==> src/rtl/idunp_pkg.sv <==
// shared constants and types of the packed identifier unpacker
package idunp_pkg;

  localparam int ID_BITS_DEF    = 40;
  localparam int WORD_BITS_DEF  = 64;
  localparam int OFFSET_BITS    = 6;
  localparam int COUNT_BITS     = 32;
  localparam int CFG_INDEX_BITS = 8;
  localparam int CFG_DATA_BITS  = 32;

  localparam logic [CFG_INDEX_BITS-1:0] REG_START_OFFSET = CFG_INDEX_BITS'(0);
  localparam logic [CFG_INDEX_BITS-1:0] REG_ID_COUNT     = CFG_INDEX_BITS'(1);

  // per-word job handed from front to back
  typedef struct packed {
    logic two;   // job carries two identifiers
    logic fin;   // last identifier of the job completes the read
  } idunp_ctl_t;

endpackage

==> src/rtl/idunp_front.sv <==
// front end: gathers word bits, cuts identifiers and tracks read progress
module idunp_front #(
  parameter int ID_BITS   = idunp_pkg::ID_BITS_DEF,
  parameter int WORD_BITS = idunp_pkg::WORD_BITS_DEF
) (
  input  logic                               clk,
  input  logic                               rst,
  input  logic                               accept,
  input  logic [WORD_BITS-1:0]               word,
  input  logic [idunp_pkg::OFFSET_BITS-1:0]  start_offset,
  input  logic [idunp_pkg::COUNT_BITS-1:0]   id_count,
  output logic                               push,
  output logic [ID_BITS-1:0]                 id_a,
  output logic [ID_BITS-1:0]                 id_b,
  output idunp_pkg::idunp_ctl_t              ctl
);
  import idunp_pkg::*;

  localparam int XW = (WORD_BITS > ID_BITS) ? WORD_BITS : ID_BITS;
  localparam int SW = $clog2(WORD_BITS + ID_BITS + 1);
  localparam int LW = $clog2(ID_BITS + 1);
  localparam int OW = OFFSET_BITS + 1;

  logic [ID_BITS-1:0]    leftover_bits;
  logic [LW-1:0]         leftover_count;
  logic [COUNT_BITS-1:0] emitted_count;
  logic                  first_word_pending;

  logic [SW-1:0]         pos0;
  logic [SW-1:0]         avail1;
  logic [SW-1:0]         need1;
  logic [SW-1:0]         pos2;
  logic [SW-1:0]         avail2;
  logic                  have1;
  logic                  have2;
  logic [XW-1:0]         wx1;
  logic [XW-1:0]         wx2;
  logic [ID_BITS-1:0]    comb1;
  logic                  fin1;
  logic                  fin2;
  logic                  active;

  always_comb begin
    if ({1'b0, start_offset} > OW'(WORD_BITS)) begin
      pos0 = SW'(WORD_BITS);
    end else begin
      pos0 = SW'(start_offset);
    end
    if (!first_word_pending) begin
      pos0 = '0;
    end
    avail1 = SW'(WORD_BITS) - pos0;
    need1  = SW'(ID_BITS) - SW'(leftover_count);
    have1  = avail1 >= need1;
    wx1    = XW'(word) >> pos0;
    // leftover holds only its low bits, so one or serves both the cut and the gather
    comb1  = ID_BITS'((XW'(leftover_bits)) | (wx1 << leftover_count));
    pos2   = pos0 + need1;
    avail2 = SW'(WORD_BITS) - pos2;
    have2  = avail2 >= SW'(ID_BITS);
    wx2    = XW'(word) >> pos2;
    fin1   = ({1'b0, emitted_count} + (COUNT_BITS + 1)'(1)) >= {1'b0, id_count};
    fin2   = ({1'b0, emitted_count} + (COUNT_BITS + 1)'(2)) >= {1'b0, id_count};
    active = accept && (id_count != '0);
  end

  always_comb begin
    push    = active && have1;
    id_a    = comb1;
    id_b    = ID_BITS'(wx2);
    ctl.two = !fin1 && have2;
    ctl.fin = fin1 || (have2 && fin2);
  end

  always_ff @(posedge clk) begin
    if (rst) begin
      leftover_bits      <= '0;
      leftover_count     <= '0;
      emitted_count      <= '0;
      first_word_pending <= 1'b1;
    end else if (active) begin
      first_word_pending <= 1'b0;
      if (!have1) begin
        leftover_bits  <= comb1;
        leftover_count <= LW'(SW'(leftover_count) + avail1);
      end else if (fin1) begin
        leftover_bits      <= '0;
        leftover_count     <= '0;
        emitted_count      <= '0;
        first_word_pending <= 1'b1;
      end else if (!have2) begin
        emitted_count  <= emitted_count + COUNT_BITS'(1);
        leftover_bits  <= ID_BITS'(wx2);
        leftover_count <= LW'(avail2);
      end else begin
        // two identifiers out of this word, any bits past the second are dropped
        leftover_bits  <= '0;
        leftover_count <= '0;
        if (fin2) begin
          emitted_count      <= '0;
          first_word_pending <= 1'b1;
        end else begin
          emitted_count <= emitted_count + COUNT_BITS'(2);
        end
      end
    end
  end

endmodule

==> src/rtl/idunp_queue.sv <==
// two-entry job queue between front and back
module idunp_queue #(
  parameter int ID_BITS = idunp_pkg::ID_BITS_DEF
) (
  input  logic                  clk,
  input  logic                  rst,
  input  logic                  push,
  input  logic [ID_BITS-1:0]    push_id_a,
  input  logic [ID_BITS-1:0]    push_id_b,
  input  idunp_pkg::idunp_ctl_t push_ctl,
  input  logic                  pop,
  output logic [ID_BITS-1:0]    head_id_a,
  output logic [ID_BITS-1:0]    head_id_b,
  output idunp_pkg::idunp_ctl_t head_ctl,
  output logic                  not_empty,
  output logic                  full,
  output logic [1:0]            fill
);
  import idunp_pkg::*;

  logic [ID_BITS-1:0] ids_a [2];
  logic [ID_BITS-1:0] ids_b [2];
  idunp_ctl_t         ctls  [2];
  logic               wr_ptr;
  logic               rd_ptr;
  logic [1:0]         count;

  assign head_id_a = ids_a[rd_ptr];
  assign head_id_b = ids_b[rd_ptr];
  assign head_ctl  = ctls[rd_ptr];
  assign not_empty = count != 2'd0;
  assign full      = count == 2'd2;
  assign fill      = count;

  always_ff @(posedge clk) begin
    if (push) begin
      ids_a[wr_ptr] <= push_id_a;
      ids_b[wr_ptr] <= push_id_b;
      ctls[wr_ptr]  <= push_ctl;
    end
  end

  always_ff @(posedge clk) begin
    if (rst) begin
      wr_ptr <= 1'b0;
      rd_ptr <= 1'b0;
      count  <= 2'd0;
    end else begin
      if (push) begin
        wr_ptr <= !wr_ptr;
      end
      if (pop) begin
        rd_ptr <= !rd_ptr;
      end
      count <= count + 2'(push) - 2'(pop);
    end
  end

endmodule

==> src/rtl/idunp_back.sv <==
// back end: plays jobs out one identifier per cycle through the output register while out_ready is high
module idunp_back #(
  parameter int ID_BITS = idunp_pkg::ID_BITS_DEF
) (
  input  logic                  clk,
  input  logic                  rst,
  input  logic [ID_BITS-1:0]    head_id_a,
  input  logic [ID_BITS-1:0]    head_id_b,
  input  idunp_pkg::idunp_ctl_t head_ctl,
  input  logic                  not_empty,
  output logic                  pop,
  output logic                  out_valid,
  input  logic                  out_ready,
  output logic [ID_BITS-1:0]    particle_id,
  output logic                  last_of_word,
  output logic                  final_of_read
);
  import idunp_pkg::*;

  logic               pend_valid;
  logic [ID_BITS-1:0] pend_id;
  logic               pend_fin;
  logic               load;

  assign load = !out_valid || out_ready;
  assign pop  = load && !pend_valid && not_empty;

  always_ff @(posedge clk) begin
    if (rst) begin
      out_valid  <= 1'b0;
      pend_valid <= 1'b0;
    end else if (load) begin
      if (pend_valid) begin
        out_valid     <= 1'b1;
        particle_id   <= pend_id;
        last_of_word  <= 1'b1;
        final_of_read <= pend_fin;
        pend_valid    <= 1'b0;
      end else if (not_empty) begin
        out_valid     <= 1'b1;
        particle_id   <= head_id_a;
        last_of_word  <= !head_ctl.two;
        final_of_read <= !head_ctl.two && head_ctl.fin;
        // second identifier of the word waits in the pending register
        pend_valid    <= head_ctl.two;
        pend_id       <= head_id_b;
        pend_fin      <= head_ctl.fin;
      end else begin
        out_valid <= 1'b0;
      end
    end
  end

endmodule

==> src/rtl/packed_id_unpacker_40_from_64.sv <==
// top level of the packed identifier unpacker
//
// words of packed identifiers (lsb first) come in on in_valid/in_ready, each
// finished identifier leaves on out_valid/out_ready with last_of_word and
// final_of_read. start_bit_offset (index 0) and id_count (index 1) are written
// on the cfg channel, which is always ready; write them while the block is idle.
// a word is cut in the cycle it is accepted; its first identifier goes through the
// job queue and then the output register, and a second one, if any, through the
// pending register after it. the output register gives one identifier per cycle
// while out_ready is high, so a word that yields two identifiers plays out both
// before the next job is popped from the queue.
// a two-entry job queue sits between the cutting front and the output side;
// when the receiver stalls the queue fills and in_ready drops once it is full.
// reset empties the queue and output, clears the leftover bits and progress and
// arms the start offset; both registers reset to zero and while id_count is zero
// words are taken and ignored.
module packed_id_unpacker_40_from_64 #(
  parameter int ID_BITS   = idunp_pkg::ID_BITS_DEF,
  parameter int WORD_BITS = idunp_pkg::WORD_BITS_DEF
) (
  input  logic                                 clk,
  input  logic                                 rst,
  input  logic                                 in_valid,
  output logic                                 in_ready,
  input  logic [WORD_BITS-1:0]                 packed_word,
  output logic                                 out_valid,
  input  logic                                 out_ready,
  output logic [ID_BITS-1:0]                   particle_id,
  output logic                                 last_of_word,
  output logic                                 final_of_read,
  input  logic                                 cfg_valid,
  output logic                                 cfg_ready,
  input  logic [idunp_pkg::CFG_INDEX_BITS-1:0] cfg_index,
  input  logic [idunp_pkg::CFG_DATA_BITS-1:0]  cfg_data
);
  import idunp_pkg::*;

  logic [OFFSET_BITS-1:0] start_bit_offset;
  logic [COUNT_BITS-1:0]  id_count;

  logic               accept;
  logic               q_push;
  logic [ID_BITS-1:0] push_id_a;
  logic [ID_BITS-1:0] push_id_b;
  idunp_ctl_t         push_ctl;
  logic               q_pop;
  logic [ID_BITS-1:0] head_id_a;
  logic [ID_BITS-1:0] head_id_b;
  idunp_ctl_t         head_ctl;
  logic               q_not_empty;
  logic               q_full;
  logic [1:0]         q_fill;

  assign cfg_ready = 1'b1;
  assign in_ready  = !q_full;
  assign accept    = in_valid && in_ready;

  always_ff @(posedge clk) begin
    if (rst) begin
      start_bit_offset <= '0;
      id_count         <= '0;
    end else if (cfg_valid && cfg_ready) begin
      case (cfg_index)
        REG_START_OFFSET: start_bit_offset <= cfg_data[OFFSET_BITS-1:0];
        REG_ID_COUNT:     id_count         <= cfg_data[COUNT_BITS-1:0];
        default: ;
      endcase
    end
  end

  idunp_front #(
    .ID_BITS  (ID_BITS),
    .WORD_BITS(WORD_BITS)
  ) u_front (
    .clk         (clk),
    .rst         (rst),
    .accept      (accept),
    .word        (packed_word),
    .start_offset(start_bit_offset),
    .id_count    (id_count),
    .push        (q_push),
    .id_a        (push_id_a),
    .id_b        (push_id_b),
    .ctl         (push_ctl)
  );

  idunp_queue #(
    .ID_BITS(ID_BITS)
  ) u_queue (
    .clk      (clk),
    .rst      (rst),
    .push     (q_push),
    .push_id_a(push_id_a),
    .push_id_b(push_id_b),
    .push_ctl (push_ctl),
    .pop      (q_pop),
    .head_id_a(head_id_a),
    .head_id_b(head_id_b),
    .head_ctl (head_ctl),
    .not_empty(q_not_empty),
    .full     (q_full),
    .fill     (q_fill)
  );

  idunp_back #(
    .ID_BITS(ID_BITS)
  ) u_back (
    .clk          (clk),
    .rst          (rst),
    .head_id_a    (head_id_a),
    .head_id_b    (head_id_b),
    .head_ctl     (head_ctl),
    .not_empty    (q_not_empty),
    .pop          (q_pop),
    .out_valid    (out_valid),
    .out_ready    (out_ready),
    .particle_id  (particle_id),
    .last_of_word (last_of_word),
    .final_of_read(final_of_read)
  );

  a_no_overflow: assert property (@(posedge clk) disable iff (rst)
    q_push |-> q_fill != 2'd2)
    else $error("job queue written while full");

  a_no_underflow: assert property (@(posedge clk) disable iff (rst)
    q_pop |-> q_fill != 2'd0)
    else $error("job queue read while empty");

  a_final_is_last: assert property (@(posedge clk) disable iff (rst)
    (out_valid && final_of_read) |-> last_of_word)
    else $error("final identifier not marked last of its word");

  a_zero_count_quiet: assert property (@(posedge clk) disable iff (rst)
    (accept && id_count == '0) |-> !q_push)
    else $error("job produced while the count is zero");

endmodule
==> config.mk <==
export PLATFORM = sky130hd
export DESIGN_NAME = packed_id_unpacker_40_from_64
export DESIGN_NICKNAME = d
export VERILOG_FILES = /design/src/rtl/idunp_pkg.sv /design/src/rtl/idunp_front.sv /design/src/rtl/idunp_queue.sv /design/src/rtl/idunp_back.sv /design/src/rtl/packed_id_unpacker_40_from_64.sv
export SDC_FILE = /design/constraint.sdc
export NUM_CORES = 1
export LEC_CHECK = 0
export ABC_AREA = 1
export BUFFER_PORTS_ARGS = -buffer_cell sky130_fd_sc_hd__buf_2
export CAP_MARGIN = 25
export CELL_PAD_IN_SITES_DETAIL_PLACEMENT = 1
export CELL_PAD_IN_SITES_GLOBAL_PLACEMENT = 2
export CORE_MARGIN = 4
export CORE_UTILIZATION = 37
export CTS_BUF_LIST = sky130_fd_sc_hd__clkbuf_4
export CTS_CLUSTER_SIZE = 16
export DETAILED_ROUTE_END_ITERATION = 10
export PLACE_DENSITY = 0.86
export SYNTH_ARGS = -nofsm -noshare
export SYNTH_HDL_FRONTEND = slang
export SYNTH_SLANG_ARGS = --single-unit
==> constraint.sdc <==
create_clock -name clk -period 9.25 [get_ports clk]
set_clock_uncertainty 0.1 [all_clocks]
set_input_delay 0.4625 -clock clk [delete_from_list [all_inputs] [get_ports clk]]
set_output_delay 0.4625 -clock clk [all_outputs]
set_load 0.05 [all_outputs]
Yosys cells after proc, flatten, opt, wreduce, memory -nomap -nowiden:

Memories as Yosys holds them, arrays and structs flattened. A register that Yosys moved wholly into a read port is not among the register bits.
Index checks and enable logic that the tools add are counted.

* flip-flop bits (word level): 166
* memories: 3
* bits in writable memories: 164
* logic and storage cells: 98
* input port bits: 109

Memories
* u_queue.ids_a: depth 2, bits a word 40, rd ports 1, clocked after memory_dff 1, wr ports 1, line idunp_queue.sv:21 `logic [ID_BITS-1:0] ids_a [2];`
* u_queue.ids_b: depth 2, bits a word 40, rd ports 1, clocked after memory_dff 1, wr ports 1, line idunp_queue.sv:22 `logic [ID_BITS-1:0] ids_b [2];`
* u_queue.ctls: depth 2, bits a word 2, rd ports 1, clocked after memory_dff 1, wr ports 1, line idunp_queue.sv:23 `idunp_ctl_t ctls [2];`

* shift operators: 3
* bitwise logic cells: 3
* order comparisons: 5
* reductions and logical operators: 26
* add/subtract/negate cells: 11
* muxes and demuxes: 30
* eq/ne operators: 2

Operators with widths (count)
* $mux W40: 5
* $mux W32: 3
* $ge A33 B32 Y1: 2
* $shl A64 B6 Y40: 1
* $shr A64 B7 Y40: 1
* $shr A64 B7 Y64: 1
* $or A40 B40 Y40: 1
* $add A32 B1 Y33 const B: 1
* $add A32 B2 Y33 const B: 1
* $add A32 B1 Y32 const B: 1
* $add A32 B2 Y32 const B: 1
* $reduce_bool A32 Y1: 1
* $mux W6: 3
* $mux W1: 17
* $mux W7: 2
* $sub A7 B7 Y7 const A: 2
* $eq A8 B1 Y1 const B: 1
* $logic_and A1 B1 Y1: 8
* $logic_not A8 Y1: 1
* $add A7 B7 Y7: 1
* $ge A7 B6 Y1 const B: 1
* $ge A7 B7 Y1: 1
* $gt A6 B7 Y1 const B: 1
* $logic_not A1 Y1: 7
* other kinds (11): 16

Longest topological paths before layout:

Gate-level depths: netlist (run 1).

* depth after elaboration: 9
* mapped depth: 26

Cells and area by module:

From an unflattened synthesis (run 1), not the netlist that was laid out.

* cells, all modules: 4080
* area total of the unflattened synthesis: 28966.5 um^2

By module, submodules not included
* idunp_front: instances 1, cells an instance 3299, area an instance 17489.3 um^2
* idunp_queue: instances 1, cells an instance 286, area an instance 6543.8 um^2
* idunp_back: instances 1, cells an instance 237, area an instance 3201.8 um^2
* packed_id_unpacker_40_from_64: instances 1, cells an instance 258, area an instance 1731.7 um^2

Worst setup path after synthesis (run 1):

Ideal clock, no wire load.

* kind: register -> register
* start point: reg u_front.leftover_count[0]
* end point: mem u_queue.ctls[1][0] (netlist name) (enable)
* clock period less this slack: 6.934 ns
* setup time: 0.524 ns
* arrival time: 6.310 ns
* required time: 8.626 ns
* setup slack: 2.316 ns
* cell stages (with the launch flop): 19
* cells stage by stage: dfxtp_1 clkbuf_1 clkinv_1 clkbuf_1 ha_1 xnor2_1 inv_1 ha_1 nand2_1 o21ai_0 a21oi_1 o21ai_0 o21ai_0 nand2_1 a31oi_1 nor2_1 clkbuf_1 inv_1 nor2_1

* cells in the longest elaborated chain, start to end: 5

Ends and longest elaborated chain
* from (decl): line idunp_front.sv:25 `logic [LW-1:0] leftover_count;`
* from (signal assigned): line idunp_front.sv:85 `leftover_count <= LW'(SW'(leftover_count) + avail1);`
* from (signal assigned): line idunp_front.sv:94 `leftover_count <= LW'(avail2);`
* $sub A6 B6 Y7: line idunp_front.sv:53 `need1 = SW'(ID_BITS) - SW'(leftover_count);`
* $ge A7 B7 Y1: line idunp_front.sv:54 `have1 = avail1 >= need1;`
* $logic_and A1 B1 Y1: line idunp_front.sv:68 `push = active && have1;`
* $mux W1: line idunp_queue.sv:36 `if (push) begin`
* $mux W1 (implied by the code): line idunp_queue.sv:39 `ctls[wr_ptr] <= push_ctl;`
* to (decl): line idunp_queue.sv:23

Every way passes these cells.

Worst setup path after layout (run 1):

* start point: reg u_front.first_word_pending
* end point: reg u_front.first_word_pending

* cells in the longest elaborated chain, start to end: 7
* elaborated cells between the ends (all ways): 9
* those cells by class: 3 x add/sub; 2 x order compare; 4 x mux

Ends and longest elaborated chain
* from (decl): line idunp_front.sv:27 `logic first_word_pending;`
* from (signal assigned): line idunp_front.sv:80 `first_word_pending <= 1'b1;`
* from (signal assigned): line idunp_front.sv:82 `first_word_pending <= 1'b0;`
* from (signal assigned): line idunp_front.sv:90 `first_word_pending <= 1'b1;`
* $mux W7 (*): line idunp_front.sv:49 `if (!first_word_pending) begin`
* $add A7 B7 Y7: line idunp_front.sv:58 `pos2 = pos0 + need1;`
* $sub A7 B7 Y7: line idunp_front.sv:59 `avail2 = SW'(WORD_BITS) - pos2;`
* $ge A7 B6 Y1: line idunp_front.sv:60 `have2 = avail2 >= SW'(ID_BITS);`
* $mux W1: line idunp_front.sv:91 `end else if (!have2) begin`
* $mux W1: line idunp_front.sv:86 `end else if (fin1) begin`
* $mux W1 (*): line idunp_front.sv:83 `if (!have1) begin`

Mark *: on every way between the ends. The rest lies on a longest branch, timed or not.
A chain may end at the register's enable or synchronous reset.

==> impl_results.md, run 1 <==
* Status: finished, final reports clean
* Synth area leader: edfxtp_1
* Dpl ws at 2520 ps
* Synthesized cell area at 27600 um2
* Crit end category: flop
* Clk root buf: clkbuf_4
* Largest net degree at the start of global routing at 80
* WS Path Type: flop to flop
* Fin crit share at 73.3%
* Worst hold path depth at 4
* GRT overflow at 0
* Depth of the most critical reg-to-reg path at 19
* Max H-tree Level at 3
* Slew headroom at 25.3%
* Reg clk slew, reported paths at 60 ps
* Tmin final at 6780 ps
* Die span in y at 281 um
* Vias in the first global route at 29.0k
* Fmax at 148 MHz
* Fin worst setup slack at 2470 ps
* Final #Nets at 4232
* Top post-synthesis cells by area: edfxtp_1 27%, nand3_1 16%, nand2_1 14%
* P_leak at 13.0 nW
* Sequential-to-total area share from yosys stat at 35.9%
* RSZ-0062 raised after global routing: false
* Total power at 5.69 mW
* I/O pin cnt at 154
* Final GP Congestion at 0.978
* Die X at 281 um
* Final Max Slew Viols at 0
* Antenna viol nets, final at 0
* Final Instance Area at 30500 um2
* Max Fanout on Critical Path at 63
* Synth Instances at 3975
* Clock Latency Late Sink at 880 ps
* Post-CTS setup buffer count at 0
* Number of iterations in the first detailed-routing pass at 5
* Crit path arrival time at 7330 ps
* Antenna violations before repair at 1
* Post-synth top flop: edfxtp_1
* Total CTS buffers at 99
* IO Port Bufs at 152
* Leading cell type in the layout, fill and taps excluded: nand2_1
* DR WL/cell at 23.1 um
* Total Routed Length at 117000 um
* Max Cap Viol at 0
* Setup_tns at 0 ps
* Die area at 79000 um2
* Req. time, crit path at 9810 ps
* Power per Cell Area at 186 nW/um2
* Final setup viols at 0
* Post-synth EDFFs at 247
* Maximum vdd drop at 0.144 mV
* First-pass GRT wire length at 178000 um
* Post-layout util at 41.6%
* Initial detailed-routing violation count at 2858
* Vias at 29.4k
* Commonest cells after routing, fill and taps aside: 995 x nand2_1, 905 x nand3_1, 311 x o21ai_0, 247 x edfxtp_1, 229 x a21oi_1
* Post-cts sizing count at 0
* Async set-reset flop share out of synthesis at 0%
* HPWL after DPL at 88500 um
* Hold Path Class: input port to flop
* Syn nets at 4174
* Initial Util at 37.6%
* Final Hold Viols at 0
* DRC Markers at 0
* Vias per cell at 5.79
* Synth cell types at 57
* Yosys reg bits at 371
* Area Overhead vs Synth at 10.7%
* CTS sink cnt at 371
* Startpoint class of the critical path: flop
* GRT Overall Usage at 29.1%
* Row count at 99
* Clock buffer depth at 3
* CTS tree: built
* Yosys warns at 0
* Slew @ Worst Pin at 1110 ps
* Layout cells sized above 1 at 10.3%
* Top-area cell type share of the netlist area at 26.9%
* Placed Area at 28900 um2
* Mean post-synth cell area at 6.94 um2
* Core footprint at 73500 um2
[power breakdown]
| group | leakage [nW] | internal (mW) | switching [mW] |
|---|---|---|---|
| registers | 3.26 | 2.04 | 0.0604 |
| logic | 8.99 | 0.497 | 1.62 |
| clock network | 0.769 | 0.756 | 0.719 |
| total | 13.0 | 3.29 | 2.40 |
[per-layer routing]
layer / up-vias / track usage (%) / routed length (um)
li1: 13900 / - / -
met2: 946 / 44.8 / 51400
met1: 14300 / 41.2 / 53900
met3: 198 / 4.23 / 7180
met4: 0 / 11.2 / 4910
met5: - / 0 / 0
[worst paths after layout]
| check | from | endpoint | slack (ps) |
|---|---|---|---|
| min reg2reg | u_queue.ids_b[0][30]$_DFFE_PP_ | u_back.pend_id[30]$_DFFE_PP_ | 380 |
| max reg2reg | u_front.first_word_pending$_SDFFE_PP1P_ | u_front.first_word_pending$_SDFFE_PP1P_ | 2470 |
| max | u_front.first_word_pending$_SDFFE_PP1P_ | u_front.first_word_pending$_SDFFE_PP1P_ | 2470 |
| min | cfg_index[0] | id_count[11]$_SDFFE_PP0P_ | 200 |
[cells in the mapped netlist (all sizes together), types with 12 or more instances]
| library cell | instances |
|---|---|
| clkbuf | 166 |
| nand2 | 1001 |
| xor2 | 60 |
| nand4 | 50 |
| inv | 232 |
| a31oi | 57 |
| edfxtp | 247 |
| nor3 | 31 |
| o211ai | 16 |
| nor4 | 19 |
| ha | 88 |
| o21ai | 316 |
| dfxtp | 124 |
| a21oi | 230 |
| mux2i | 39 |
| nand3 | 907 |
| o21bai | 12 |
| buf | 113 |
| nor2 | 178 |
| xnor2 | 13 |
[registers in the layout, summed over array words and instances (netlist names), named ones only]
name and flops:
u_queue.ids_a 80, u_queue.ids_b 80, u_back.particle_id 40, u_back.pend_id 40, u_front.leftover_bits 40, id_count 32, u_front.emitted_count 32, start_bit_offset 6
u_front.leftover_count 6, u_queue.ctls 4, u_queue.fill 2, u_back.final_of_read 1, u_back.last_of_word 1, u_back.out_valid 1, u_back.pend_fin 1, u_back.pend_valid 1
u_front.first_word_pending 1, u_queue.rd_ptr 1, u_queue.wr_ptr 1
[kinds of logic (layout without fill, tap and decap cells)]
kind of cell,count (synthesis),in the layout,share of synthesized area [%]
buffers and inverters,518,659,7.53
AND/OR/NAND/NOR,2209,2209,35.4
flip-flops,371,371,35.9
XOR/XNOR,73,73,2.37
multiplexers,39,39,1.42
other,1,2,0.0136
adder cells (fa/ha/maj),90,90,4.14
AO/OA/AOI/OAI,674,674,13.2
[cell type report]
type                    instances  area (um2)
clock buffers                 152        1140
diodes                          1        2.50
well taps                     959        1200
clock inverters                32         153
repair buffers                236        1510
fillers                      9482       42900
flip-flops and latches        371        9900
inverters                     239         897
multi-input cells            3086       15700
[timing repair]
item | in CTS | in global routing
hold buffers | 34 | 0
setup endpoints to repair | 0 | 0
hold endpoints to repair | 43 | 0
[worst max-delay path: stages, from the launching register on]
cell and delay (ps):
dfxtp_2 680, buf_4 460, nand2_4 70, inv_1 370
ha_2 350, fa_2 450, buf_4 290, inv_2 830
ha_1 340, nand3_1 160, xnor2_1 200, inv_1 70
o21ai_1 160, nand2_2 490, inv_2 220, nand3_2 130
inv_2 520, nor2_1 310, a22oi_1 220, nand2_1 80
[metrics by stage]
stage / cells / hold WS (ps)
floorplan: 3975 / 358
global placement: 4855 / 391
detailed placement: 4856 / 394
CTS: 5074 / 102
global route: 5076 / 194
finish: 5076 / 202
Power figures use the tool's default switching activity.
==> run 2, diff against run 1 <==
ABC_AREA = 0   (was 1)
CORE_UTILIZATION = 36   (was 37)
PLACE_DENSITY = 0.81   (was 0.86)
clock period = 5.8 ns   (was 9.25 ns; I/O delays follow)
==> impl_results.md, run 2 <==
* Clock buffer depth at 3 (unchanged)
* Antenna viol nets, final at 0 (unchanged)
* Top-area cell type share of the netlist area at 24.2% (-2.7 points)
* Die span in y at 300 um (+6.8%)
* WP buf/inv at 1 (-6)
* Final Hold Viols at 0 (unchanged)
* Worst reg2reg path startpoint: u_front.emitted_count[2]$_SDFFE_PP0P_
* Startpoint class of the critical path: flop
* Final GP Congestion at 1.02 (+4.4%)
* CTS sink cnt at 371 (unchanged)
* CP startpoint: u_front.emitted_count[2]$_SDFFE_PP0P_
* Initial Util at 36.5% (-1.0 points)
* Reg clk slew, reported paths at 70 ps (about the same)
* P_leak at 12.9 nW (-0.75%)
* Area Overhead vs Synth at 14.8%
* Crit path arrival time at 5910 ps (-1420 ps)
* Final Instance Area at 35300 um2 (+16%)
* GR Util met2 at 48.5% (+3.8 points)
* Maximum vdd drop at 0.176 mV (+23%)
* Count leader, synth: nand2_1
* IO Port Bufs at 152 (unchanged)
* Initial detailed-routing violation count at 3230 (+13%)
* Slew headroom at 24.0% (-1.3 points)
* Commonest cells after routing, fill and taps aside: 431 x nand2_1, 281 x nor2_1, 247 x edfxtp_1, 214 x o21ai_0, 213 x mux2i_1
* WS Path Type: flop to flop
* DRC Markers at 0 (unchanged)
* Power per Cell Area at 223 nW/um2 (+20%)
* Crit-path cells: ha_1, nand2_1, nor3_1, and3_1, and3_1, nand3_1, nor2_1, and3_1, nand2_1, xnor2_1, ha_1, and4_1, nor2b_1, o31ai_1, nand3_1, o31ai_2, nand2_1, buf_12, nor3_4, a21oi_1, a2111oi_0
* Largest regs: u_queue.ids_a: 80 flops, u_queue.ids_b: 80 flops
* Max Cap Viol at 0 (unchanged)
* Vias in the first global route at 31.8k (+9.6%)
* Synth cell types at 100 (+75%)
* Mean post-synth cell area at 8.59 um2 (+24%)
* Status: finished, final reports clean
* Vias per cell at 6.38 (+10%)
* Hold WS at 114 ps (-88.3 ps)
* Fin crit share at 92.1% (+19 points)
* Final Max Slew Viols at 0 (unchanged)
* Leading cell type in the layout, fill and taps excluded: nand2_1
* Max H-tree Level at 3 (unchanged)
* Largest net degree at the start of global routing at 81 (+1.3%)
* Core footprint at 84100 um2 (+14%)
* Vias at 31.8k (+8.2%)
* HPWL after DPL at 110000 um (+24%)
* Fmax at 187 MHz (+27%)
* Yosys reg bits at 371 (unchanged)
* Hold Path Class: input port to flop
* Crit end category: flop
* Async set-reset flop share out of synthesis at 0% (unchanged)
* Die area at 90000 um2 (+14%)
* Post-synth top flop: edfxtp_1
* Antenna violations before repair at 4 (+3)
* Worst path slowest cell: dfxtp_1
* Total CTS buffers at 101 (+2.0%)
* Fin worst setup slack at 457 ps (-2020 ps)
* Row count at 106 (+7.1%)
* Final setup viols at 0 (unchanged)
* GRT Overall Usage at 31.2% (+2.2 points)
* Number of iterations in the first detailed-routing pass at 6 (+1)
* Tmin final at 5340 ps (-1430 ps)
* Max Fanout on Critical Path at 19 (-70%)
* First-pass GRT wire length at 213000 um (+20%)
* Syn nets at 3776 (-9.5%)
* CTS tree: built
* Synthesized cell area at 30700 um2 (+11%)
* Final #Nets at 3959 (-6.5%)
* GRT overflow at 0 (unchanged)
* Sequential-to-total area share from yosys stat at 32.2% (-3.7 points)
* Synth Instances at 3577 (-10%)
* Die X at 300 um (+6.8%)
* GR met1 Demand/Resource at 41.6% (+0.40 points)
* I/O pin cnt at 154 (unchanged)
* Delay-heaviest family, CP: simple AND/OR/NAND/NOR gates
* Top post-synthesis cells by area: edfxtp_1 24%, dfxtp_1 8.1%, mux2i_1 6.9%
* Hold_sp: cfg_index[6]
* Synth area leader: edfxtp_1
* Total Routed Length at 145000 um (+23%)
* M3 GR Usage at 5.74% (+1.5 points)
* Clock Latency Late Sink at 860 ps (-20 ps)
* Dpl ws at 105 ps (-2420 ps)
* Crit-path max cell delay at 430 ps (-400 ps)
* Clk root buf: clkbuf_4
* Placed Area at 33200 um2 (+15%)
* DR WL/cell at 29.1 um (+26%)
* Top Usage Layer GRT: met2
* Post-synth EDFFs at 247 (unchanged)
* Layout cells sized above 1 at 18.1% (+7.8 points)
* Slew @ Worst Pin at 1130 ps (+18.1 ps)
* Top cells by count, synth: 432 x nand2_1, 285 x nor2_1, 247 x edfxtp_1, 215 x o21ai_0, 213 x mux2i_1
* Req. time, crit path at 6370 ps (-3440 ps)
* Yosys warns at 0 (unchanged)
-- run 2: changes by cell type after synthesis, sizes merged, moves of 64 or more --
cell / change
a22oi: +69
nor2: +107
nor3: +64
inv: -159
nand3: -791
nand2: -569
o21ai: -88
mux2i: +176
-- run 2: path summary, 6_finish.rpt --
path | to | slack (ps) | depth (start not counted)
setup / recovery | u_front.leftover_bits[27]$_SDFFE_PP0P_ | 460 | 21
hold / removal | start_bit_offset[3]$_SDFFE_PP0P_ | 110 | 5
setup reg to reg | u_front.leftover_bits[27]$_SDFFE_PP0P_ | 460 | 21
hold reg to reg | id_count[12]$_SDFFE_PP0P_ | 370 | 2
-- run 2: cell type report --
type	instances	area, um2
repair buffers	398	2990
multi-input cells	2808	19300
diodes	4	10.0
fillers	10000	48800
inverters	80	300
clock inverters	42	238
well taps	1134	1420
clock buffers	149	1120
flip-flops and latches	371	9920
-- run 2: per-layer routing --
layer  part of all wire, %  up-vias
li1                      -    14100
met1                    42    15900
met2                    44     1526
met3                   8.0      366
met4                   5.8        0
met5                     0        -
-- run 2: logic make-up after synthesis --
| logic type | synth area share [%] |
|---|---|
| other cells | 0.0122 |
| fa+ha+maj | 3.72 |
| flops | 32.2 |
| xor+xnor | 2.42 |
| simple gates | 19.5 |
| buf+inv | 5.58 |
| compound gates | 23.3 |
| mux | 13.3 |
-- run 2: power breakdown --
part / internal (mW) / switching [mW] / leakage (nW)
registers: 3.10 / 0.0695 / 3.27
logic: 0.671 / 1.58 / 8.84
clock network: 1.24 / 1.19 / 0.805
total: 5.02 / 2.84 / 12.9
-- run 2: through the flow --
| stage | utilization [%] | setup TNS, ps | instances | power (mW) |
|---|---|---|---|---|
| 2_1_floorplan | - | 0 | 3577 | 4.57 |
| 3_3_place_gp | 39.4 | 0 | 4720 | 5.38 |
| 3_5_place_dp | 39.5 | 0 | 4724 | 5.43 |
| 4_1_cts | 41.8 | 0 | 4979 | 7.93 |
| 5_1_grt | 41.9 | -5.31 | 4986 | 8.25 |
| 6_report | 41.9 | 0 | 4986 | 7.86 |
-- run 2: worst register-to-register path, stage by stage (launching register included) --
cell and delay [ps]:
dfxtp_1 430, ha_1 290, nand2_1 150, nor3_1 350, and3_1 230, and3_1 190
nand3_1 100, nor2_1 290, and3_1 230, nand2_1 90, xnor2_1 150, ha_1 300
and4_1 220, nor2b_1 130, o31ai_1 230, nand3_1 150, o31ai_2 310, nand2_1 220
buf_12 220, nor3_4 370, a21oi_1 120, a2111oi_0 350
-- run 2: repair_timing --
| item | CTS | global route |
|---|---|---|
| hold buffers | 64 | 0 |
| hold endpoints to repair | 71 | 0 |
| resized for setup | 0 | 5 |
| buffers inserted | 0 | 0 |
| endpoints found under the setup margin | 0 | 41 |
